--- src/rtl/imfl_pkg.sv ---
// ----------------------------------------------------------------------------
// imfl_pkg: shared types and constants of the image flip address stream
// Field widths, register indexes and the controller/datapath command and
// status structs.
// ----------------------------------------------------------------------------
package imfl_pkg;

    // Payload widths
    localparam int BYTE_W     = 8;
    localparam int ADDR_W     = 26;
    localparam int CFG_IDX_W  = 3;
    localparam int CFG_DATA_W = 13;

    // Register field widths
    localparam int DIM_W = 13;
    localparam int BPP_W = 3;
    localparam int PAD_W = 8;
    localparam int BIP_W = 2;

    // Configuration register indexes
    typedef enum logic [CFG_IDX_W-1:0] {
        REG_IMAGE_WIDTH     = 3'd0,
        REG_IMAGE_HEIGHT    = 3'd1,
        REG_BYTES_PER_PIXEL = 3'd2,
        REG_ROW_PAD         = 3'd3,
        REG_MIRROR_X        = 3'd4,
        REG_MIRROR_Y        = 3'd5
    } cfg_reg_idx_t;

    // Controller to datapath commands
    typedef struct packed {
        logic setup_mul;   // form row stride and column span
        logic setup_row;   // form offset of the last row
        logic init_pos;    // load start address, clear counters
        logic step;        // input transaction accepted
    } dp_cmd_t;

    // Datapath to controller status
    typedef struct packed {
        logic pad;         // current input byte is row padding
    } dp_stat_t;

endpackage

--- src/rtl/imfl_if.sv ---
// ----------------------------------------------------------------------------
// imfl_if: channel interfaces of the image flip address stream
// Input byte channel, output address/byte channel and register write channel.
// ----------------------------------------------------------------------------
interface imfl_in_if;
    logic                          valid;
    logic                          ready;
    logic [imfl_pkg::BYTE_W-1:0]   in_byte;

    modport source (output valid, output in_byte, input ready);
    modport sink   (input valid, input in_byte, output ready);
endinterface

interface imfl_out_if;
    logic                          valid;
    logic                          ready;
    logic [imfl_pkg::ADDR_W-1:0]   out_addr;
    logic [imfl_pkg::BYTE_W-1:0]   out_byte;
    logic                          last_byte;

    modport source (output valid, output out_addr, output out_byte, output last_byte,
                    input ready);
    modport sink   (input valid, input out_addr, input out_byte, input last_byte,
                    output ready);
endinterface

interface imfl_cfg_if;
    logic                              valid;
    logic                              ready;
    logic [imfl_pkg::CFG_IDX_W-1:0]    index;
    logic [imfl_pkg::CFG_DATA_W-1:0]   data;

    modport source (output valid, output index, output data, input ready);
    modport sink   (input valid, input index, input data, output ready);
endinterface

--- src/rtl/image_flip_address_stream.sv ---
// ----------------------------------------------------------------------------
// image_flip_address_stream: mirrored destination addresses for a byte stream
// Turns a padded raster byte stream into (address, byte) writes of an
// unpadded, optionally mirrored destination image.
// ----------------------------------------------------------------------------
// Usage: after reset and after every register write to a known index the block
// rebuilds its geometry in three steps with in_stream.ready low: row stride and
// column span first, then the last-row offset, then the start address.
// Register writes are taken in any cycle. From then on it takes one byte per
// cycle: the pixel address is walked by add/subtract of bytes_per_pixel and
// the row stride, and each pixel byte is loaded into a single output register
// at its transaction, valid from the next cycle. A byte is taken only while
// that register is empty or being taken in the same cycle, so a result that
// waits holds off the input. Padding bytes are consumed at the same rate and
// produce nothing. A write to a known index restarts the stream at row 0,
// column 0; write registers only while the block is idle.
module image_flip_address_stream #(
    parameter int MAX_WIDTH  = 4096,
    parameter int MAX_HEIGHT = 4096
) (
    input  logic               clk,
    input  logic               rst_n,
    imfl_in_if.sink            in_stream,
    imfl_out_if.source         out_stream,
    imfl_cfg_if.sink           cfg
);

    localparam int WC_W = $clog2(MAX_WIDTH + 1);
    localparam int HC_W = $clog2(MAX_HEIGHT + 1);

    imfl_pkg::dp_cmd_t            cmd;
    imfl_pkg::dp_stat_t           stat;
    logic                         restart;
    logic                         cfg_we;
    logic [WC_W-1:0]              width_c;
    logic [HC_W-1:0]              height_c;
    logic [imfl_pkg::BPP_W-1:0]   bpp_c;
    logic [imfl_pkg::PAD_W-1:0]   row_pad;
    logic                         mirror_x;
    logic                         mirror_y;

    // Register writes are always taken
    assign cfg.ready = 1'b1;
    assign cfg_we    = cfg.valid && cfg.ready;

    imfl_cfg_regs #(
        .MAX_WIDTH  (MAX_WIDTH),
        .MAX_HEIGHT (MAX_HEIGHT)
    ) u_cfg (
        .clk      (clk),
        .rst_n    (rst_n),
        .wr_en    (cfg_we),
        .wr_index (cfg.index),
        .wr_data  (cfg.data),
        .restart  (restart),
        .width_c  (width_c),
        .height_c (height_c),
        .bpp_c    (bpp_c),
        .row_pad  (row_pad),
        .mirror_x (mirror_x),
        .mirror_y (mirror_y)
    );

    imfl_ctrl u_ctrl (
        .clk       (clk),
        .rst_n     (rst_n),
        .restart   (restart),
        .in_valid  (in_stream.valid),
        .in_ready  (in_stream.ready),
        .out_valid (out_stream.valid),
        .out_ready (out_stream.ready),
        .stat      (stat),
        .cmd       (cmd)
    );

    imfl_datapath #(
        .MAX_WIDTH  (MAX_WIDTH),
        .MAX_HEIGHT (MAX_HEIGHT)
    ) u_dp (
        .clk       (clk),
        .rst_n     (rst_n),
        .cmd       (cmd),
        .stat      (stat),
        .width_c   (width_c),
        .height_c  (height_c),
        .bpp_c     (bpp_c),
        .row_pad   (row_pad),
        .mirror_x  (mirror_x),
        .mirror_y  (mirror_y),
        .in_byte   (in_stream.in_byte),
        .out_addr  (out_stream.out_addr),
        .out_byte  (out_stream.out_byte),
        .last_byte (out_stream.last_byte)
    );

    // A restart holds off input while the geometry is rebuilt
    a_restart_blocks_input: assert property (
        @(posedge clk) disable iff (!rst_n)
        restart |=> !in_stream.ready
    ) else $error("input accepted right after a register write");

    // A pixel transaction always presents a result
    a_pixel_gives_result: assert property (
        @(posedge clk) disable iff (!rst_n)
        (cmd.step && !stat.pad) |=> out_stream.valid
    ) else $error("pixel transaction produced no result");

    // A padding transaction never creates a result
    a_pad_gives_none: assert property (
        @(posedge clk) disable iff (!rst_n)
        (cmd.step && stat.pad && !out_stream.valid) |=> !out_stream.valid
    ) else $error("padding transaction produced a result");

endmodule

--- src/rtl/imfl_cfg_regs.sv ---
// ----------------------------------------------------------------------------
// imfl_cfg_regs: configuration registers
// Holds the six registers, flags a restart on any known index and presents
// the clamped image geometry.
// ----------------------------------------------------------------------------
module imfl_cfg_regs #(
    parameter int MAX_WIDTH  = 4096,
    parameter int MAX_HEIGHT = 4096,
    localparam int WC_W = $clog2(MAX_WIDTH + 1),
    localparam int HC_W = $clog2(MAX_HEIGHT + 1)
) (
    input  logic                          clk,
    input  logic                          rst_n,
    input  logic                          wr_en,
    input  logic [imfl_pkg::CFG_IDX_W-1:0]  wr_index,
    input  logic [imfl_pkg::CFG_DATA_W-1:0] wr_data,
    output logic                          restart,
    output logic [WC_W-1:0]               width_c,
    output logic [HC_W-1:0]               height_c,
    output logic [imfl_pkg::BPP_W-1:0]    bpp_c,
    output logic [imfl_pkg::PAD_W-1:0]    row_pad,
    output logic                          mirror_x,
    output logic                          mirror_y
);

    logic [imfl_pkg::DIM_W-1:0] width_reg,  width_next;
    logic [imfl_pkg::DIM_W-1:0] height_reg, height_next;
    logic [imfl_pkg::BPP_W-1:0] bpp_reg,    bpp_next;
    logic [imfl_pkg::PAD_W-1:0] pad_reg,    pad_next;
    logic                       mx_reg,     mx_next;
    logic                       my_reg,     my_next;
    logic                       known_idx;

    // Decode the register write
    always_comb
    begin
        width_next  = width_reg;
        height_next = height_reg;
        bpp_next    = bpp_reg;
        pad_next    = pad_reg;
        mx_next     = mx_reg;
        my_next     = my_reg;
        known_idx   = 1'b1;
        unique case (wr_index)
            imfl_pkg::REG_IMAGE_WIDTH:     width_next  = wr_data[imfl_pkg::DIM_W-1:0];
            imfl_pkg::REG_IMAGE_HEIGHT:    height_next = wr_data[imfl_pkg::DIM_W-1:0];
            imfl_pkg::REG_BYTES_PER_PIXEL: bpp_next    = wr_data[imfl_pkg::BPP_W-1:0];
            imfl_pkg::REG_ROW_PAD:         pad_next    = wr_data[imfl_pkg::PAD_W-1:0];
            imfl_pkg::REG_MIRROR_X:        mx_next     = wr_data[0];
            imfl_pkg::REG_MIRROR_Y:        my_next     = wr_data[0];
            default:                       known_idx   = 1'b0;
        endcase
    end

    assign restart = wr_en && known_idx;

    // Hold the registers
    always_ff @(posedge clk or negedge rst_n)
    begin
        if (!rst_n)
        begin
            width_reg  <= imfl_pkg::DIM_W'(1);
            height_reg <= imfl_pkg::DIM_W'(1);
            bpp_reg    <= imfl_pkg::BPP_W'(4);
            pad_reg    <= '0;
            mx_reg     <= 1'b0;
            my_reg     <= 1'b0;
        end
        else if (wr_en)
        begin
            width_reg  <= width_next;
            height_reg <= height_next;
            bpp_reg    <= bpp_next;
            pad_reg    <= pad_next;
            mx_reg     <= mx_next;
            my_reg     <= my_next;
        end
    end

    // Clamp geometry: zero reads as one, large values saturate
    always_comb
    begin
        if (width_reg == '0)
            width_c = WC_W'(1);
        else if (32'(width_reg) > 32'(MAX_WIDTH))
            width_c = WC_W'(MAX_WIDTH);
        else
            width_c = WC_W'(width_reg);

        if (height_reg == '0)
            height_c = HC_W'(1);
        else if (32'(height_reg) > 32'(MAX_HEIGHT))
            height_c = HC_W'(MAX_HEIGHT);
        else
            height_c = HC_W'(height_reg);

        if (bpp_reg == '0)
            bpp_c = imfl_pkg::BPP_W'(1);
        else if (bpp_reg > imfl_pkg::BPP_W'(4))
            bpp_c = imfl_pkg::BPP_W'(4);
        else
            bpp_c = bpp_reg;
    end

    assign row_pad  = pad_reg;
    assign mirror_x = mx_reg;
    assign mirror_y = my_reg;

endmodule

--- src/rtl/imfl_ctrl.sv ---
// ----------------------------------------------------------------------------
// imfl_ctrl: sequencing controller
// Runs the geometry setup after reset or a register write, then paces input
// transactions against the output register.
// ----------------------------------------------------------------------------
module imfl_ctrl (
    input  logic                clk,
    input  logic                rst_n,
    input  logic                restart,
    input  logic                in_valid,
    output logic                in_ready,
    output logic                out_valid,
    input  logic                out_ready,
    input  imfl_pkg::dp_stat_t  stat,
    output imfl_pkg::dp_cmd_t   cmd
);

    typedef enum logic [3:0] {
        ST_SETUP_MUL = 4'b0001,
        ST_SETUP_ROW = 4'b0010,
        ST_SETUP_POS = 4'b0100,
        ST_RUN       = 4'b1000
    } ctrl_state_t;

    ctrl_state_t state_reg, state_next;
    logic        ovalid_reg, ovalid_next;
    logic        accept;

    // Accept while running and the output register is free or draining
    assign in_ready = (state_reg == ST_RUN) && (!ovalid_reg || out_ready);
    assign accept   = in_valid && in_ready;

    // Advance the setup sequence
    always_comb
    begin
        state_next = state_reg;
        unique case (state_reg)
            ST_SETUP_MUL: state_next = ST_SETUP_ROW;
            ST_SETUP_ROW: state_next = ST_SETUP_POS;
            ST_SETUP_POS: state_next = ST_RUN;
            ST_RUN:       state_next = ST_RUN;
            default:      state_next = ST_SETUP_MUL;
        endcase
        if (restart)
            state_next = ST_SETUP_MUL;
    end

    // Output valid: load on a pixel transaction, drop when taken
    always_comb
    begin
        priority if (accept && !stat.pad)
            ovalid_next = 1'b1;
        else if (out_ready)
            ovalid_next = 1'b0;
        else
            ovalid_next = ovalid_reg;
    end

    always_ff @(posedge clk or negedge rst_n)
    begin
        if (!rst_n)
        begin
            state_reg  <= ST_SETUP_MUL;
            ovalid_reg <= 1'b0;
        end
        else
        begin
            state_reg  <= state_next;
            ovalid_reg <= ovalid_next;
        end
    end

    assign out_valid     = ovalid_reg;
    assign cmd.setup_mul = (state_reg == ST_SETUP_MUL);
    assign cmd.setup_row = (state_reg == ST_SETUP_ROW);
    assign cmd.init_pos  = (state_reg == ST_SETUP_POS);
    assign cmd.step      = accept;

endmodule

--- src/rtl/imfl_datapath.sv ---
// ----------------------------------------------------------------------------
// imfl_datapath: position counters and destination address
// Keeps column, row, byte and padding counters and walks the mirrored pixel
// address incrementally; registers the result for the output channel.
// ----------------------------------------------------------------------------
module imfl_datapath #(
    parameter int MAX_WIDTH  = 4096,
    parameter int MAX_HEIGHT = 4096,
    localparam int WC_W  = $clog2(MAX_WIDTH + 1),
    localparam int HC_W  = $clog2(MAX_HEIGHT + 1),
    localparam int COL_W = $clog2(MAX_WIDTH),
    localparam int ROW_W = $clog2(MAX_HEIGHT)
) (
    input  logic                          clk,
    input  logic                          rst_n,
    input  imfl_pkg::dp_cmd_t             cmd,
    output imfl_pkg::dp_stat_t            stat,
    input  logic [WC_W-1:0]               width_c,
    input  logic [HC_W-1:0]               height_c,
    input  logic [imfl_pkg::BPP_W-1:0]    bpp_c,
    input  logic [imfl_pkg::PAD_W-1:0]    row_pad,
    input  logic                          mirror_x,
    input  logic                          mirror_y,
    input  logic [imfl_pkg::BYTE_W-1:0]   in_byte,
    output logic [imfl_pkg::ADDR_W-1:0]   out_addr,
    output logic [imfl_pkg::BYTE_W-1:0]   out_byte,
    output logic                          last_byte
);

    localparam int AW = imfl_pkg::ADDR_W;

    // Geometry products, formed during setup
    logic [AW-1:0] stride_reg;
    logic [AW-1:0] colspan_reg;
    logic [AW-1:0] lastrow_reg;

    // Position and address walk
    logic [COL_W-1:0]             col_reg,  col_next;
    logic [ROW_W-1:0]             row_reg,  row_next;
    logic [imfl_pkg::BIP_W-1:0]   bip_reg,  bip_next;
    logic [imfl_pkg::PAD_W-1:0]   padc_reg, padc_next;
    logic                         inpad_reg, inpad_next;
    logic [AW-1:0]                rowbase_reg, rowbase_next;
    logic [AW-1:0]                pix_reg,  pix_next;

    // Output payload
    logic [AW-1:0]                addr_reg;
    logic [imfl_pkg::BYTE_W-1:0]  byte_reg;
    logic                         last_reg;

    logic col_last, row_last, bip_last, pad_done;
    logic [AW-1:0] bpp_ext;
    logic [AW-1:0] row_start;

    assign bpp_ext  = AW'(bpp_c);
    assign col_last = (WC_W'(col_reg) == width_c - WC_W'(1));
    assign row_last = (HC_W'(row_reg) == height_c - HC_W'(1));
    assign bip_last = ({1'b0, bip_reg} == bpp_c - imfl_pkg::BPP_W'(1));
    assign pad_done = ({1'b0, padc_reg} + 9'd1) >= {1'b0, row_pad};

    // Setup products: stride and span first, last-row offset after
    always_ff @(posedge clk)
    begin
        if (cmd.setup_mul)
        begin
            stride_reg  <= AW'(width_c) * bpp_ext;
            colspan_reg <= AW'(width_c - WC_W'(1)) * bpp_ext;
        end
        if (cmd.setup_row)
            lastrow_reg <= AW'(height_c - HC_W'(1)) * stride_reg;
    end

    // Counters and address walk
    always_comb
    begin
        col_next     = col_reg;
        row_next     = row_reg;
        bip_next     = bip_reg;
        padc_next    = padc_reg;
        inpad_next   = inpad_reg;
        rowbase_next = rowbase_reg;
        pix_next     = pix_reg;
        row_start    = '0;

        if (cmd.init_pos)
        begin
            col_next     = '0;
            row_next     = '0;
            bip_next     = '0;
            padc_next    = '0;
            inpad_next   = 1'b0;
            rowbase_next = mirror_y ? lastrow_reg : '0;
            pix_next     = rowbase_next + (mirror_x ? colspan_reg : '0);
        end
        else if (cmd.step && inpad_reg)
        begin
            // Drop padding bytes
            padc_next = padc_reg + imfl_pkg::PAD_W'(1);
            if (pad_done)
            begin
                padc_next  = '0;
                inpad_next = 1'b0;
            end
        end
        else if (cmd.step)
        begin
            bip_next = bip_reg + imfl_pkg::BIP_W'(1);
            if (bip_last)
            begin
                bip_next = '0;
                if (!col_last)
                begin
                    col_next = col_reg + COL_W'(1);
                    pix_next = mirror_x ? pix_reg - bpp_ext : pix_reg + bpp_ext;
                end
                else
                begin
                    // Wrap to the next row, or back to the first at image end
                    col_next = '0;
                    if (row_last)
                    begin
                        row_next  = '0;
                        row_start = mirror_y ? lastrow_reg : '0;
                    end
                    else
                    begin
                        row_next  = row_reg + ROW_W'(1);
                        row_start = mirror_y ? rowbase_reg - stride_reg
                                             : rowbase_reg + stride_reg;
                    end
                    rowbase_next = row_start;
                    pix_next     = row_start + (mirror_x ? colspan_reg : '0);
                    if (row_pad != '0)
                    begin
                        inpad_next = 1'b1;
                        padc_next  = '0;
                    end
                end
            end
        end
    end

    always_ff @(posedge clk or negedge rst_n)
    begin
        if (!rst_n)
        begin
            col_reg   <= '0;
            row_reg   <= '0;
            bip_reg   <= '0;
            padc_reg  <= '0;
            inpad_reg <= 1'b0;
        end
        else
        begin
            col_reg   <= col_next;
            row_reg   <= row_next;
            bip_reg   <= bip_next;
            padc_reg  <= padc_next;
            inpad_reg <= inpad_next;
        end
    end

    always_ff @(posedge clk)
    begin
        rowbase_reg <= rowbase_next;
        pix_reg     <= pix_next;
    end

    // Load the output register on a pixel transaction
    always_ff @(posedge clk)
    begin
        if (cmd.step && !inpad_reg)
        begin
            addr_reg <= pix_reg + AW'(bip_reg);
            byte_reg <= in_byte;
            last_reg <= row_last && col_last && bip_last;
        end
    end

    assign stat.pad  = inpad_reg;
    assign out_addr  = addr_reg;
    assign out_byte  = byte_reg;
    assign last_byte = last_reg;

endmodule
--- src/flat_wrapper.sv ---
// flat-port wrapper written by rule: the top's interface ports become plain ports
module image_flip_address_stream_flat 
#(
    parameter int MAX_WIDTH  = 4096,
    parameter int MAX_HEIGHT = 4096
)
  (clk, rst_n, in_stream_valid, in_stream_in_byte, in_stream_ready, out_stream_valid, out_stream_out_addr, out_stream_out_byte, out_stream_last_byte, out_stream_ready, cfg_valid, cfg_index, cfg_data, cfg_ready);
  imfl_in_if in_stream_i ();
  imfl_out_if out_stream_i ();
  imfl_cfg_if cfg_i ();
  input  logic clk;
  input  logic rst_n;
  input wire logic [$bits(in_stream_i.valid)-1:0] in_stream_valid;
  input wire logic [$bits(in_stream_i.in_byte)-1:0] in_stream_in_byte;
  output wire logic [$bits(in_stream_i.ready)-1:0] in_stream_ready;
  output wire logic [$bits(out_stream_i.valid)-1:0] out_stream_valid;
  output wire logic [$bits(out_stream_i.out_addr)-1:0] out_stream_out_addr;
  output wire logic [$bits(out_stream_i.out_byte)-1:0] out_stream_out_byte;
  output wire logic [$bits(out_stream_i.last_byte)-1:0] out_stream_last_byte;
  input wire logic [$bits(out_stream_i.ready)-1:0] out_stream_ready;
  input wire logic [$bits(cfg_i.valid)-1:0] cfg_valid;
  input wire logic [$bits(cfg_i.index)-1:0] cfg_index;
  input wire logic [$bits(cfg_i.data)-1:0] cfg_data;
  output wire logic [$bits(cfg_i.ready)-1:0] cfg_ready;
  assign in_stream_i.valid = in_stream_valid;
  assign in_stream_i.in_byte = in_stream_in_byte;
  assign in_stream_ready = in_stream_i.ready;
  assign out_stream_valid = out_stream_i.valid;
  assign out_stream_out_addr = out_stream_i.out_addr;
  assign out_stream_out_byte = out_stream_i.out_byte;
  assign out_stream_last_byte = out_stream_i.last_byte;
  assign out_stream_i.ready = out_stream_ready;
  assign cfg_i.valid = cfg_valid;
  assign cfg_i.index = cfg_index;
  assign cfg_i.data = cfg_data;
  assign cfg_ready = cfg_i.ready;
  image_flip_address_stream #(.MAX_WIDTH(MAX_WIDTH), .MAX_HEIGHT(MAX_HEIGHT)) u_core (.clk(clk), .rst_n(rst_n), .in_stream(in_stream_i), .out_stream(out_stream_i), .cfg(cfg_i));
endmodule
--- config.mk ---
export PLATFORM = sky130hd
export DESIGN_NAME = image_flip_address_stream_flat
export DESIGN_NICKNAME = d
export VERILOG_FILES = /design/src/rtl/imfl_pkg.sv /design/src/rtl/imfl_if.sv /design/src/rtl/image_flip_address_stream.sv /design/src/rtl/imfl_cfg_regs.sv /design/src/rtl/imfl_ctrl.sv /design/src/rtl/imfl_datapath.sv /design/src/flat_wrapper.sv
export SDC_FILE = /design/constraint.sdc
export NUM_CORES = 1
export LEC_CHECK = 0
export BUFFER_PORTS_ARGS = -buffer_cell sky130_fd_sc_hd__buf_4
export CAP_MARGIN = 25
export CORE_MARGIN = 8
export CORE_UTILIZATION = 26
export CTS_BUF_LIST = sky130_fd_sc_hd__clkbuf_4 sky130_fd_sc_hd__clkbuf_8
export CTS_CLUSTER_DIAMETER = 30
export CTS_CLUSTER_SIZE = 10
export DETAILED_ROUTE_END_ITERATION = 8
export PLACE_DENSITY = 0.37
export SYNTH_ARGS = -nofsm -noshare
export SYNTH_HDL_FRONTEND = slang
export SYNTH_SLANG_ARGS = --single-unit
--- constraint.sdc ---
create_clock -name clk -period 10.7 [get_ports clk]
set_input_delay 0.535 -clock clk [delete_from_list [all_inputs] [get_ports clk]]
set_output_delay 0.535 -clock clk [all_outputs]
set_load 0.01 [all_outputs]
After elaboration in Yosys (flattened, before gate mapping)
Cells that the tools add are included.
{"block": "classes", "add_sub_neg": 17, "multipliers": 3, "magnitude_cmp": 4, "eq_ne": 14, "n_mux": 60, "reduce_logical": 36}
{"operator": "26-bit two-way mux", "count": 20}
{"operator": "12-bit two-way mux", "count": 11}
{"operator": "26-bit adder", "count": 3}
{"operator": "8-bit two-way mux", "count": 7}
{"operator": "13-bit two-way mux", "count": 4}
{"operator": "13-bit by 1-bit subtractor with 14-bit output, second input constant", "count": 2}
{"operator": "26-bit by 2-bit adder with 26-bit output", "count": 1}
{"operator": "26-bit by 3-bit adder with 26-bit output", "count": 1}
{"operator": "12-bit by 13-bit equality test with 1-bit output", "count": 2}
{"operator": "13-bit greater-than comparator, second input constant", "count": 2}
{"operator": "13-bit zero test", "count": 2}
{"operator": "14-bit by 26-bit multiplier with 26-bit output", "count": 1}
{"operator": "13-bit by 1-bit subtractor with 13-bit output, second input constant", "count": 2}
{"operator": "26-bit subtractor", "count": 1}
{"operator": "26-bit by 3-bit subtractor with 26-bit output", "count": 1}
{"operator": "12-bit by 1-bit adder with 12-bit output, second input constant", "count": 2}
{"operator": "14-bit by 4-bit multiplier with 18-bit output", "count": 1}
{"operator": "13-bit by 3-bit multiplier with 16-bit output", "count": 1}
{"operator": "2-bit AND reduction", "count": 7}
{"operator": "4-bit case mux with 3 select lines", "count": 1}
{"operator": "3-bit nonzero test", "count": 4}
{"operator": "1-bit two-way mux", "count": 10}
{"operator": "8-bit by 1-bit adder with 9-bit output, second input constant", "count": 1}
{"operator": "9-bit by 8-bit greater-or-equal comparator with 1-bit output", "count": 1}
{"operator": "other kinds (28)", "count": 46}
{"block": "word_totals", "ff_bits": 244, "inputBits": 29, "output_inout_bits": 38, "word_cells": 155}

Depth between registers and ports, before layout
Gate-level depths: netlist (run 1).
{"block": "depth", "ltp_word": 17, "ltp_mapped": 37, "mapped_depth_nobuf": 32}

Modules after synthesis
From an unflattened synthesis (run 1), not the netlist that was laid out.
{"block": "unflattened", "cells_unflattened": 2827, "hier_area_um2": 25583.3}
{"mod": "imfl_datapath", "n_inst": 1, "cells_each": 2674, "area_per_inst_um2": 23492.5, "seq_area_each_um2": 5290.1}
{"mod": "imfl_cfg_regs", "n_inst": 1, "cells_each": 127, "area_per_inst_um2": 1820.5, "seq_area_each_um2": 979.7}
{"mod": "imfl_ctrl", "n_inst": 1, "cells_each": 24, "area_per_inst_um2": 259.0, "seq_area_each_um2": 126.4}
{"mod": "image_flip_address_stream", "n_inst": 1, "cells_each": 2, "area_per_inst_um2": 11.3, "seq_area_each_um2": 0.0}

Worst setup path after synthesis (run 1)
No wires, ideal clock.
{"block": "synth_timing", "kind": "flip-flop to flip-flop", "start": "register u_core.u_cfg.height_reg[6] in the netlist's numbering", "end": "register u_core.u_dp.lastrow_reg[25] (data pin)", "setup_ps": 260, "arrival_time_ps": 8405, "slack_ps": 2035, "path_stages_with_launch": 36, "period_less_slack_ps": 8665, "path_cell_list": "dfrtp_1 clkbuf_1 nor4_1 clkbuf_1 a41oi_1 nor2_1 clkbuf_1 inv_1 ha_1 nand2b_1 clkbuf_1 nand3b_1 a21oi_1 a21oi_1 clkbuf_1 nand2_1 fa_1 inv_1 fa_1 fa_1 fa_1 fa_1 inv_1 fa_1 inv_1 ha_1 a21o_1 a21o_1 a21oi_1 nor2_1 a21oi_1 inv_1 a2111o_1 a21o_1 a21oi_1 xnor2_1"}
{"block": "synth_between", "elab_chain_len": 5, "elab_cells_between_ends": 6, "cone_classes": "add/sub: 1; mul: 1; order compare: 1; mux: 2; reduce/logical: 1"}
{"item": "from (decl)", "line": "imfl_cfg_regs.sv:27", "text": "logic [imfl_pkg::DIM_W-1:0] height_reg, height_next;"}
{"item": "from (signal assigned)", "line": "imfl_cfg_regs.sv:63", "text": "height_reg <= imfl_pkg::DIM_W'(1);"}
{"item": "from (signal assigned)", "line": "imfl_cfg_regs.sv:72", "text": "height_reg <= height_next;"}
{"item": "13-bit greater-than comparator", "line": "imfl_cfg_regs.sv:92", "text": "else if (32'(height_reg) > 32'(MAX_HEIGHT))"}
{"item": "13-bit two-way mux", "line": "imfl_cfg_regs.sv:92"}
{"item": "13-bit two-way mux *", "line": "imfl_cfg_regs.sv:90", "text": "if (height_reg == '0)"}
{"item": "13-bit by 1-bit subtractor with 14-bit output *", "line": "imfl_datapath.sv:70", "text": "lastrow_reg <= AW'(height_c - HC_W'(1)) * stride_reg;"}
{"item": "14-bit by 26-bit multiplier with 26-bit output *", "line": "imfl_datapath.sv:70"}
{"item": "to (signal assigned)", "line": "imfl_datapath.sv:70"}
{"item": "to (decl)", "line": "imfl_datapath.sv:35", "text": "logic [AW-1:0] lastrow_reg;"}
Mark *: on every way between the ends. The rest lies on a longest branch, timed or not.
A chain may end at the register's enable or synchronous reset.

Final worst setup path (run 1)
{"block": "layout_timing", "start": "register u_core.u_cfg.height_reg[10] in the netlist's numbering", "end": "register u_core.u_dp.lastrow_reg[24] (data pin)"}
The elaborated chain is that of the path after synthesis.

==> results of run 1 <==
==> cell usage after synthesis (8+ instances only) <==
cell type,instances
sky130_fd_sc_hd__or3_1,17
sky130_fd_sc_hd__clkbuf_1,103
sky130_fd_sc_hd__or4_1,8
sky130_fd_sc_hd__and3_1,25
sky130_fd_sc_hd__mux2i_1,8
sky130_fd_sc_hd__o31ai_1,15
sky130_fd_sc_hd__o21bai_1,21
sky130_fd_sc_hd__nand3_1,41
sky130_fd_sc_hd__ha_1,250
sky130_fd_sc_hd__xor2_1,65
sky130_fd_sc_hd__a211oi_1,27
sky130_fd_sc_hd__o21a_1,29
sky130_fd_sc_hd__nor3_1,52
sky130_fd_sc_hd__nor2b_1,48
sky130_fd_sc_hd__nand2b_1,41
sky130_fd_sc_hd__inv_1,332
sky130_fd_sc_hd__a21boi_0,10
sky130_fd_sc_hd__mux2_2,38
sky130_fd_sc_hd__edfxtp_1,147
sky130_fd_sc_hd__nand2_1,351
sky130_fd_sc_hd__a31oi_1,25
sky130_fd_sc_hd__a21oi_1,165
sky130_fd_sc_hd__nand3b_1,9
sky130_fd_sc_hd__nor2_1,193
sky130_fd_sc_hd__a21o_1,59
sky130_fd_sc_hd__or2_2,12
sky130_fd_sc_hd__nor4_1,18
sky130_fd_sc_hd__fa_1,193
sky130_fd_sc_hd__xnor2_1,144
sky130_fd_sc_hd__buf_2,12
sky130_fd_sc_hd__o21ai_0,152
sky130_fd_sc_hd__o211ai_1,17
sky130_fd_sc_hd__dfrtp_1,75
sky130_fd_sc_hd__nand4_1,23
sky130_fd_sc_hd__nor3b_1,8
sky130_fd_sc_hd__and2_1,91
==> metrics by stage <==
| stage | setup slack, ns | hold slack, ns |
|---|---|---|
| floorplan | 2.03 | 0.239 |
| global placement | 1.86 | 0.442 |
| detailed placement | 1.76 | 0.444 |
| CTS | 1.75 | 0.00397 |
| global route | 1.11 | 0.0164 |
| finish | 1.78 | 0.0822 |
==> layer usage <==
layer  share of wire (%)  GRT usage (%)  routed length [um]
met1                  48           19.5               38800
met2                  46           24.6               37600
met4                 2.2           4.27                1810
met5                   0              0                   0
met3                 3.6           2.16                2950
==> cell usage in the layout (no fill, tap or decap), drive strengths merged, types with 9 or more instances in the layout <==
master and count:
a211oi 27, ha 250, o31ai 15, nor3 52
a21oi 167, o41ai 9, a21o 59, conb 23
o21ai 154, edfxtp 147, nand2 351, nand3 41
and3 25, a31oi 25, nor2 193, and2 92
fa 193, mux2 38, or2 13, clkinv 32
or3 17, inv 335, o21bai 21, a21boi 11
o211ai 17, xor2 65, nand2b 41, nand4 23
buf 106, o21a 29, xnor2 144, nand3b 9
clkbuf 91, nor4 21, nor2b 48, dfrtp 75
==> worst max-delay path: cells and delay by family (launching register included) <==
kind                     cells  cell delay [ns]
XOR/XNOR                     1             0.15
buffers and inverters        5             0.51
AND/OR/NAND/NOR              8             2.12
flip-flops                   1             0.51
adder cells (fa/ha/maj)      8             3.88
AO/OA/AOI/OAI                6             1.46
==> cell type report <==
cell class | count | area (um^2) | area share (%)
multi-input cells | 2290 | 18000 | 60.4
flip-flops and latches | 226 | 6400 | 21.5
well taps | 1298 | 1620 | 5.45
inverters | 336 | 1260 | 4.24
clock buffers | 91 | 1180 | 3.95
repair buffers | 111 | 913 | 3.06
clock inverters | 40 | 430 | 1.44
diodes | 3 | 7.51 | 0.0252
==> logic make-up after synthesis <==
logic type / after synthesis / share of synthesized area [%]
compound gates: 605 / 14.8
xor+xnor: 209 / 7.04
fa+ha+maj: 443 / 26.9
buf+inv: 459 / 6.70
flops: 226 / 24.6
mux: 46 / 1.95
other cells: 2 / 0.0289
simple gates: 964 / 18.0
==> worst min path at each step <==
| stage | endpoint | slack (ns) | depth (start not counted) |
|---|---|---|---|
| after floorplan | u_core.u_cfg.bpp_reg[0] | 0.24 | 0 |
| after global placement | u_core.u_dp.row_reg[10] | 0.44 | 1 |
| after detailed placement | u_core.u_dp.row_reg[10] | 0.44 | 1 |
| after CTS | u_core.u_dp.out_byte[1] | 0.004 | 1 |
| after global routing | u_core.u_dp.out_byte[1] | 0.02 | 1 |
| final | u_core.u_dp.out_byte[1] | 0.08 | 1 |
==> metrics list, run 1 <==
* Die Footprint: 110000 um^2
- Between clock sinks in the finished design, the worst skew comes to 0.0437 ns.
- Across the run, the number of max-cap violations was 0.
* Number of cells produced by synthesis: 2954
- STA classifies the critical path startpoint as a flip-flop.
- The number of global-route vias before repair is 22400.
* Worst-skew pair later-pin latency: 0.65 ns
- Antenna Violating Nets Remaining: 0
- The first global-routing pass estimated 129000 um of wire.
* Largest net degree at the start of global routing: 62
- HPWL after DPL: 64000 um
* Final period utilization: 83.4%
* RSZ-0062 raised after global routing: false
* Post-synthesis register bit count: 226
* Fin cells: 4395
- The run finished with clean final reports.
- Count of filler cells inserted in the layout: 10600
- Async set-reset flop share out of synthesis: 35.0%
- After clock tree synthesis, the clock-pin slew on the worst setup and hold paths is 0.05 ns.
- Synth-to-Final Area Change: 14.5%
- Sorting the synthesized cells by area gives the leading types as sky130_fd_sc_hd__edfxtp_1 (17%), sky130_fd_sc_hd__fa_1 (15%), sky130_fd_sc_hd__ha_1 (12%).
- The initial antenna violation count is 7.
- Measured along the x axis, the die boundary spans 332 um.
- Fmax: 112 MHz
* GP Congestion: 0.820
- R2R Path Start: u_core.u_cfg.height_reg[10]
- Final critical path time including I/O delays and setup: 8.92 ns
- Number of gates resized after cts: 0
* Clock root cell: sky130_fd_sc_hd__clkbuf_8
- Pre-Repair DR Iteration Count: 5
* Total vias in the final route: 21000
* Number of clock sinks seen by CTS: 226
* Detail-routed via count per cell: 4.77
- Data required time at the worst endpoint: 11.08 ns
- Post CTS Setup Buffer Count: 0
- The critical path ends at u_core.u_dp.lastrow_reg[24].
- Critical path endpoint category: flip-flop
* Slowest library cell on the worst path: sky130_fd_sc_hd__nor3_1
* Sequential element share of the synthesized area: 24.6%
- Among all flip-flop cells after synthesis, the most frequent one is sky130_fd_sc_hd__edfxtp_1.
- At the pin with the least slew margin, the transition time is 1.03 ns.
* Finished Cell Area: 29800 um^2
- The die is 332 um tall.
- The total overflow left after global routing is 0.
- Hold Crit Start: in_stream_in_byte[1]
- Std cell rows: 116
- The synthesized design spends more area on one cell type than any other, namely sky130_fd_sc_hd__edfxtp_1.
- Slack of the worst reg-to-reg path: 1.78 ns
- TritonCTS clock tree: built
- During synthesis, Yosys emitted a total of 0 warnings.
- For this design, the CTS-stage hold fixing added 5 buffers.
- Setup violations remaining at the end of the flow were counted as 0.
* Total placed instance area: 28100 um^2
* Cell total after placement: 4253
- Maximum fanout along the worst path: 19
* Overall track demand over capacity in global routing: 14.6%
- Hold Violations, Final: 0
- Cells fill 29.9% of the core in the end.
* Synth Area per Inst: 8.81 um^2
* Buffers on Ports: 65
- Class of the tightest hold or removal check: in -> reg
- Number of remaining DRC errors: 0
* Setup TNS: 0 ns
* Worst-case reg-to-reg path depth: 28
* CP Launch Point: u_core.u_cfg.height_reg[10]
- Wirelength, routed: 81200 um
- The number of slew-limit violations in the final report was 0.
* Number of levels in the clock H-tree: 3
- In this run the standard cell core region covers 99700 um^2.
* Drt wl/cell: 18.5 um
* Normalized max-slew margin: 30.5%
* Number of top-level pins: 67
* Endpoint of the worst register-to-register path: u_core.u_dp.lastrow_reg[24]
- Post-layout nets: 3510
- Initial DRC Count: 1110
- After synthesis, the netlist uses 86 different library cells.
* Portion of synthesized cell area occupied by the leading cell type: 17.0%
* Number of flops mapped to enable cells by yosys: 147
- The largest single stage delay on the critical path is 0.70 ns.
- Dominant cell type by count on the critical path: sky130_fd_sc_hd__fa_1
* Crit path kind: reg -> reg
* Share of final-layout standard cells stronger than drive strength 1: 10.0%
* Area of the mapped netlist: 26000 um^2
* Worst path arrival time: 9.30 ns
- Initial cell density of the core: 26.1%
* CTS Buf Count: 73
- Counting along the longest clock path gives a buffer depth of 3.
Power of run 1 is left out: the tool's default activity adds up to more than one toggle a clock period on the data nets, which glitch-free logic cannot reach.
==> run 2: changes to the inputs <==
- ABC_AREA: unset -> 1
- clock period: 10.7 -> 8.3 ns (I/O delays scaled with it)
==> run 2 against run 1 <==
Via count is 1.5% higher. Routed wire length is 1.3% higher. Global-route usage rose by 0.15 points. Critical endpoint is now u_core.u_dp.lastrow_reg[25].
==> metrics list, run 2 <==
* Count of filler cells inserted in the layout: 10900 (+3.6%)
- Slew Viols, Final: 0 (unchanged)
- The summed instance area of the synthesized netlist is 26000 um^2 (-0.23%).
- The count of unresolved DRC violations after routing was 0 (unchanged).
- Share of final-layout standard cells stronger than drive strength 1: 9.73% (-0.29 points)
* First-pass GRT wire length: 129000 um (about the same)
* Number of cells traversed by the worst hold path: 3 (+2)
* Critical path endpoint category: flip-flop
- Synth-to-Final Area Change: 14.7%
- The top-area cell type share of the netlist area came to 17.0% (+0.038 points).
- Yosys instantiated no cell more often than sky130_fd_sc_hd__nand2_1.
* Worst-case reg-to-reg path depth: 31 (+11%)
- Final period utilization: 91.9% (+8.5 points)
- The biggest area contributor in the post-synthesis netlist is sky130_fd_sc_hd__edfxtp_1.
- Area occupied by registers: 6400 um^2 (unchanged)
- Worst min-delay path endpoint: u_core.u_cfg.height_reg[12]
* Hold Violations, Final: 0 (unchanged)
- The antenna violation net count after detailed routing was 0 (unchanged).
- Post-synth cell types: 67 (-22%)
- The met1 wire length is 39500 um (+1.7%).
- Worst-case clock skew: 0.0452 ns (+0.00150 ns)
- CTS Buf Count: 74 (+1.4%)
* Total vias in the final route: 21300 (+1.5%)
- The I/O pin count came to 67 (unchanged).
- The fraction of registers with async set or reset after synthesis was 35.0% (unchanged).
- Warnings, synthesis: 0 (unchanged)
- CP Launch Point: u_core.u_cfg.height_reg[2]
* Largest stage delay on the critical path: 0.54 ns (-0.16 ns)
- TritonCTS built the clock tree.
- Fin cells: 4782 (+8.8%)
- Routed length on met3: 2800 um (-5.0%)
* Detail-routed via count per cell: 4.45 (-6.7%)
- RSZ-0062 raised after global routing: false
* Initial cell density of the core: 26.1% (about the same)
- The headroom to the max-slew limit is 38.6% (+8.1 points).
- Final Setup Violations: 0 (unchanged)
- The commonest cells after synthesis are sky130_fd_sc_hd__nand2_1 (738), sky130_fd_sc_hd__inv_1 (533), sky130_fd_sc_hd__nor2_1 (284).
- The all-layer global routing usage was 14.8% (+0.15 points).
- The number of port buffers is 65 (unchanged).
- The most used flip-flop cell after synthesis is sky130_fd_sc_hd__edfxtp_1.
- The total of flip-flops plus latches after synthesis was 226 (unchanged).
- The number of nets in the layout was 3893 (+11%).
* Detailed route wirelength on metal2: 38100 um (+1.3%)
- The slew at the pin with the worst max-slew slack is 0.918 ns (-0.115 ns).
- The weighted congestion reported at the end of routability-driven placement came to 0.835 (+1.8%).
- Data required time at the worst endpoint: 8.67 ns (-2.41 ns)
- Worst path arrival time: 8.00 ns (-1.30 ns)
- The number of levels the H-tree was split into came to 3 (unchanged).
* Area contributors post-synth: sky130_fd_sc_hd__edfxtp_1 (17%), sky130_fd_sc_hd__fa_1 (15%), sky130_fd_sc_hd__ha_1 (12%)
- Result of the run: complete, no violations
- The average footprint of a synthesized cell came to 7.86 um^2 (-11%).
- Number of cells produced by synthesis: 3302 (+12%)
- CTS placed an instance of sky130_fd_sc_hd__clkbuf_8 at the clock tree root.
- The number of flops mapped to enable cells by yosys was 147 (unchanged).
* Floorplan core area: 99600 um^2 (-0.15%)
* Fmax: 131 MHz (+17%)
* Final global-route overflow total: 0 (unchanged)
* Vias in the first global route: 22200 (-0.85%)
* Buffers from clock root to sink, at most: 3 (unchanged)
* Maximum fanout along the worst path: 19 (unchanged)
- Slack of the worst reg-to-reg path: 0.67 ns (-1.11 ns)
- Number of clock sinks seen by CTS: 226 (unchanged)
* Drt wl/cell: 17.2 um (-6.9%)
- Hold Worst Slack: 0.0710 ns (-0.0111 ns)
- Most common cell after layout, fill and taps aside: sky130_fd_sc_hd__nand2_1
- Crit path kind: reg -> reg
* Wirelength, routed: 82300 um (+1.3%)
* Cell total after placement: 4633 (+8.9%)
* Max-Cap Viols: 0 (unchanged)
- For this design, the slowest cell found on the critical path is sky130_fd_sc_hd__dfrtp_1.
- R2R Path Start: u_core.u_cfg.height_reg[2]
- HPWL after DPL: 67600 um (+5.7%)
* Clock-pin slew on the worst setup and hold paths: 0.05 ns (about the same)
- The area of the multi-input gates is 17100 um^2 (-5.0%).
- STA classifies the critical path startpoint as a flip-flop.
- The post-route setup TNS is 0 ns (unchanged).
- The maximum number of pins on one net before global-route repair was 56 (-9.7%).
- Die Footprint: 110000 um^2 (-0.21%)
- The clock period minus worst slack is 7.63 ns (-1.29 ns).
- The worst hold path belongs to the class in -> reg.
* Sequential element share of the synthesized area: 24.6% (+0.056 points)
* Die X-Extent: 332 um (-0.11%)
* Most frequent cells in the layout: sky130_fd_sc_hd__nand2_1 (737), sky130_fd_sc_hd__inv_1 (532), sky130_fd_sc_hd__nor2_1 (283)
- The initial antenna violation count came to 2 (-5).
- The vertical die dimension is 332 um (-0.11%).
- The violation count after the first detailed-route iteration came to 1020 (-8.1%).
- The highest metal layer carrying signal wires in the routed design is met4.
- Endpoint of the worst register-to-register path: u_core.u_dp.lastrow_reg[25]
- The first-pass detailed-route iteration total is 5 (unchanged).
- The worst-skew pair later-pin latency came to 0.67 ns (+0.02 ns).
- In this run the most critical hold path is launched from cfg_data[12].
* Std cell rows: 116 (unchanged)
-- run 2: changes by cell type after synthesis, moves of 69 or more --
| cell | delta |
|---|---|
| sky130_fd_sc_hd__nand3_1 | +88 |
| sky130_fd_sc_hd__xor2_1 | +69 |
| sky130_fd_sc_hd__nand2_1 | +387 |
| sky130_fd_sc_hd__xnor2_1 | -84 |
| sky130_fd_sc_hd__inv_1 | +201 |
| sky130_fd_sc_hd__nor2_1 | +91 |
| sky130_fd_sc_hd__and2_1 | -89 |
-- run 2: metal layers --
| metal | vias to the layer above | GRT usage, % |
|---|---|---|
| met5 | - | 0 |
| met4 | 0 | 3.88 |
| met3 | 100 | 2.45 |
| met2 | 287 | 24.7 |
| met1 | 10000 | 19.8 |
| li1 | 10900 | - |
-- run 2: kinds of logic after synthesis --
family | synth area share, %
xor+xnor | 6.76
flops | 24.6
fa+ha+maj | 26.9
other cells | 0.0289
buf+inv | 9.94
compound gates | 10.7
simple gates | 21.0
-- run 2: layout make-up --
cell class | instances | area share, %
Antenna cell | 1 | 0.00841
Clock buffer | 97 | 4.15
Clock inverter | 41 | 1.44
Inverter | 567 | 7.17
Multi-Input combinational cell | 2446 | 57.4
Sequential cell | 226 | 21.5
Tap cell | 1298 | 5.46
Timing Repair Buffer | 106 | 2.87
-- run 2: critical path, delay by kind of cell (launching register included) --
family / cells / cell delay (ns)
adder cells (fa/ha/maj): 7 / 3.42
flip-flops: 1 / 0.54
AND/OR/NAND/NOR: 13 / 1.83
buffers and inverters: 6 / 0.80
XOR/XNOR: 1 / 0.09
AO/OA/AOI/OAI: 4 / 0.66
-- run 2: worst max-delay path by stage --
stage	slack (ns)	end
after floorplan	0.75	u_core.u_dp.lastrow_reg[24]
after global placement	0.43	u_core.u_dp.lastrow_reg[25]
after detailed placement	0.28	u_core.u_dp.lastrow_reg[25]
after CTS	0.27	u_core.u_dp.lastrow_reg[25]
after global routing	0.03	u_core.u_dp.lastrow_reg[24]
final	0.67	u_core.u_dp.lastrow_reg[25]
-- run 2: per-stage QoR --
stage	util (%)	setup WS [ns]	cell area, um^2
after floorplan	-	0.749	26000
after global placement	28.1	0.432	27900
after detailed placement	28.1	0.284	28000
after CTS	29.9	0.273	29700
after global routing	29.9	0.0348	29800
final	29.9	0.670	29800
-- run 2: repair_timing --
item                       in CTS  in global routing
setup endpoints to repair       0                  3
resized for setup               0                  6
hold buffers                   10                  0
setup buffers                   0                  0
hold endpoints to repair       37                  0
Power of run 2 is left out for the same reason.
==> run 3: changes to the inputs <==
- PLACE_DENSITY: 0.37 -> unset
- PLACE_DENSITY_LB_ADDON: unset -> 0.2
==> run 3 against run 2 <==
Hold slack lost 0.0038 ns. Setup slack got worse by 0.097 ns. Utilization about the same.
==> metrics list, run 3 (synthesized netlist as in run 2, its figures left out) <==
* Worst path arrival time: 8.12 ns (+0.12 ns)
- Class of the tightest hold or removal check: in -> reg
- TritonCTS clock tree: built
- The maximum clock insertion buffer count came to 3 (unchanged).
* Std cell rows: 116 (unchanged)
- GP Congestion: 0.872 (+4.5%)
- Slew Viols, Final: 0 (unchanged)
* Buffers on Ports: 65 (unchanged)
* Critical path endpoint category: flip-flop
* Number of top-level pins: 67 (unchanged)
- The wire length after detailed routing is 77200 um (-6.2%).
* Share of final-layout standard cells stronger than drive strength 1: 9.64% (-0.090 points)
- Total vias in the final route: 21400 (+0.40%)
- The worst-skew pair later-pin latency came to 0.65 ns (-0.02 ns).
- Data required time at the worst endpoint: 8.69 ns (+0.02 ns)
- The post-detailed-route via-to-cell ratio is 4.48 (+0.59%).
* Hold Violations, Final: 0 (unchanged)
- The final cycle utilization of the critical path is 93.1% (+1.2 points).
- The fmax came to 129 MHz (-1.3%).
* Hold Worst Slack: 0.0672 ns (-0.00381 ns)
- Compared with the post-synthesis result, the final layout area differs by 14.9%.
- The cell that appears most often on the critical path is sky130_fd_sc_hd__inv_1.
- The design area came to 29800 um^2 (+0.16%).
* RSZ-0062 raised after global routing: false
* Count of filler cells inserted in the layout: 10900 (-0.24%)
* Buffers and inverters on the worst path: 7 (+1)
- STA classifies the critical path startpoint as a flip-flop.
- Final global-route overflow total: 0 (unchanged)
* CP delay by family, top: adder cells
* Number of antenna violations at the first check in global routing: 2 (unchanged)
- The total clock buffers created by CTS came to 73 (-1.4%).
- Slowest library cell on the worst path: sky130_fd_sc_hd__fa_1
- The antenna violation net count after detailed routing came to 0 (unchanged).
- Signal routing reaches up to met4.
- The clock period minus worst slack came to 7.73 ns (+0.0973 ns).
* Worst-case clock skew: 0.0327 ns (-0.0125 ns)
- The number of levels the H-tree was split into came to 3 (unchanged).
- Routed length on met3: 3220 um (+15%)
- The total of endpoints with negative setup slack in the final report is 0 (unchanged).
- The total of max-cap violations was 0 (unchanged).
- Normalized max-slew margin: 26.2% (-12 points)
- First-pass GRT wire length: 122000 um (-5.5%)
- The area of the multi-input gates was 17100 um^2 (about the same).
* Result of the run: complete, no violations
- The count of buffers added by post-CTS timing repair for setup came to 0 (unchanged).
- Setup TNS: 0 ns (unchanged)
* Die Ht: 332 um (unchanged)
* Largest net degree at the start of global routing: 61 (+8.9%)
- Maximum fanout along the worst path: 11 (-8)
* Die X-Extent: 332 um (unchanged)
* Most frequent cells in the layout: sky130_fd_sc_hd__nand2_1 (736), sky130_fd_sc_hd__inv_1 (532), sky130_fd_sc_hd__nor2_1 (283)
* Clock-pin slew on the worst setup and hold paths: 0.05 ns (about the same)
- The library cell used most frequently in the layout, excluding fill and tap cells, is sky130_fd_sc_hd__nand2_1.
* Crit path kind: reg -> reg
- Area occupied by registers: 6400 um^2 (unchanged)
- Initial DRC Count: 1174 (+15%)
- The count of clock tree sinks came to 226 (unchanged).
* Initial cell density of the core: 26.1% (unchanged)
- The slew at the pin with the worst max-slew slack is 1.10 ns (+0.180 ns).
* Die Footprint: 110000 um^2 (unchanged)
* Number of remaining DRC errors: 0 (unchanged)
- Largest stage delay on the critical path: 0.56 ns (+0.02 ns)
* Total placed instance area: 27900 um^2 (-0.19%)
- The all-layer global routing usage came to 13.8% (-1.0 points).
- The post-detailed-placement half-perimeter wirelength came to 63100 um (-6.7%).
* Met1 WL: 36900 um (-6.6%)
- The first-pass detailed-route iteration total came to 5 (unchanged).
- Post-layout nets: 3886 (-0.18%)
- Vias in the first global route: 21700 (-2.1%)
- Clock tree synthesis selected as its root buffer the cell sky130_fd_sc_hd__clkbuf_8.
* Detailed route wirelength on metal2: 35500 um (-6.9%)
- The core area is 99600 um^2 (unchanged).
- The detail-routed net length per standard cell came to 16.2 um (-6.0%).
run 3: worst paths after layout:
check                                              endpoint  slack (ns)                       start  cells past startpoint
worst max-delay path            u_core.u_dp.lastrow_reg[24]        0.57  u_core.u_cfg.height_reg[8]                     34
worst min-delay path             u_core.u_cfg.width_reg[12]        0.07                cfg_data[12]                      3
worst max register to register  u_core.u_dp.lastrow_reg[24]        0.57  u_core.u_cfg.height_reg[8]                     34
worst min register to register      u_core.u_cfg.row_pad[5]        0.49     u_core.u_cfg.row_pad[5]                      2
max in group asynchronous           u_core.u_dp.col_reg[10]        6.98                       rst_n                      3
min in group asynchronous        u_core.u_cfg.height_reg[9]        0.26                       rst_n                      2
run 3: metrics by stage:
step	utilization, %	worst slack (ns)	instances
2_1_floorplan	-	0.749	3323
3_3_place_gp	28.0	0.396	4624
3_5_place_dp	28.1	0.294	4626
4_1_cts	29.9	0.271	4771
5_1_grt	29.9	0.0175	4773
6_report	29.9	0.573	4773
run 3: cell type report:
cell class | count | share of cell area, %
diodes | 1 | 0.00839
clock buffers | 104 | 4.42
clock inverters | 31 | 1.43
repair buffers | 100 | 2.75
inverters | 567 | 7.16
multi-input cells | 2446 | 57.3
well taps | 1298 | 5.45
flip-flops and latches | 226 | 21.5
run 3: repair_timing:
action | CTS | global route
endpoints found under the hold margin | 36 | 0
endpoints found under the setup margin | 0 | 3
hold buffers | 10 | 0
resized for setup | 0 | 5
run 3: worst register-to-register path, delay by kind of cell, from the launching register on:
kind	cells	cell delay, ns
adder cells (fa/ha/maj)	8	3.73
AND/OR/NAND/NOR	12	1.41
AO/OA/AOI/OAI	6	1.30
buffers and inverters	7	0.48
flip-flops	1	0.43
XOR/XNOR	1	0.12
run 3: routing by layer:
| metal | global-route usage, % | up-vias |
|---|---|---|
| li1 | - | 10800 |
| met1 | 18.7 | 10100 |
| met2 | 22.8 | 359 |
| met3 | 2.38 | 102 |
| met4 | 3.25 | 0 |
| met5 | 0 | - |
Power of run 3 is left out for the same reason.
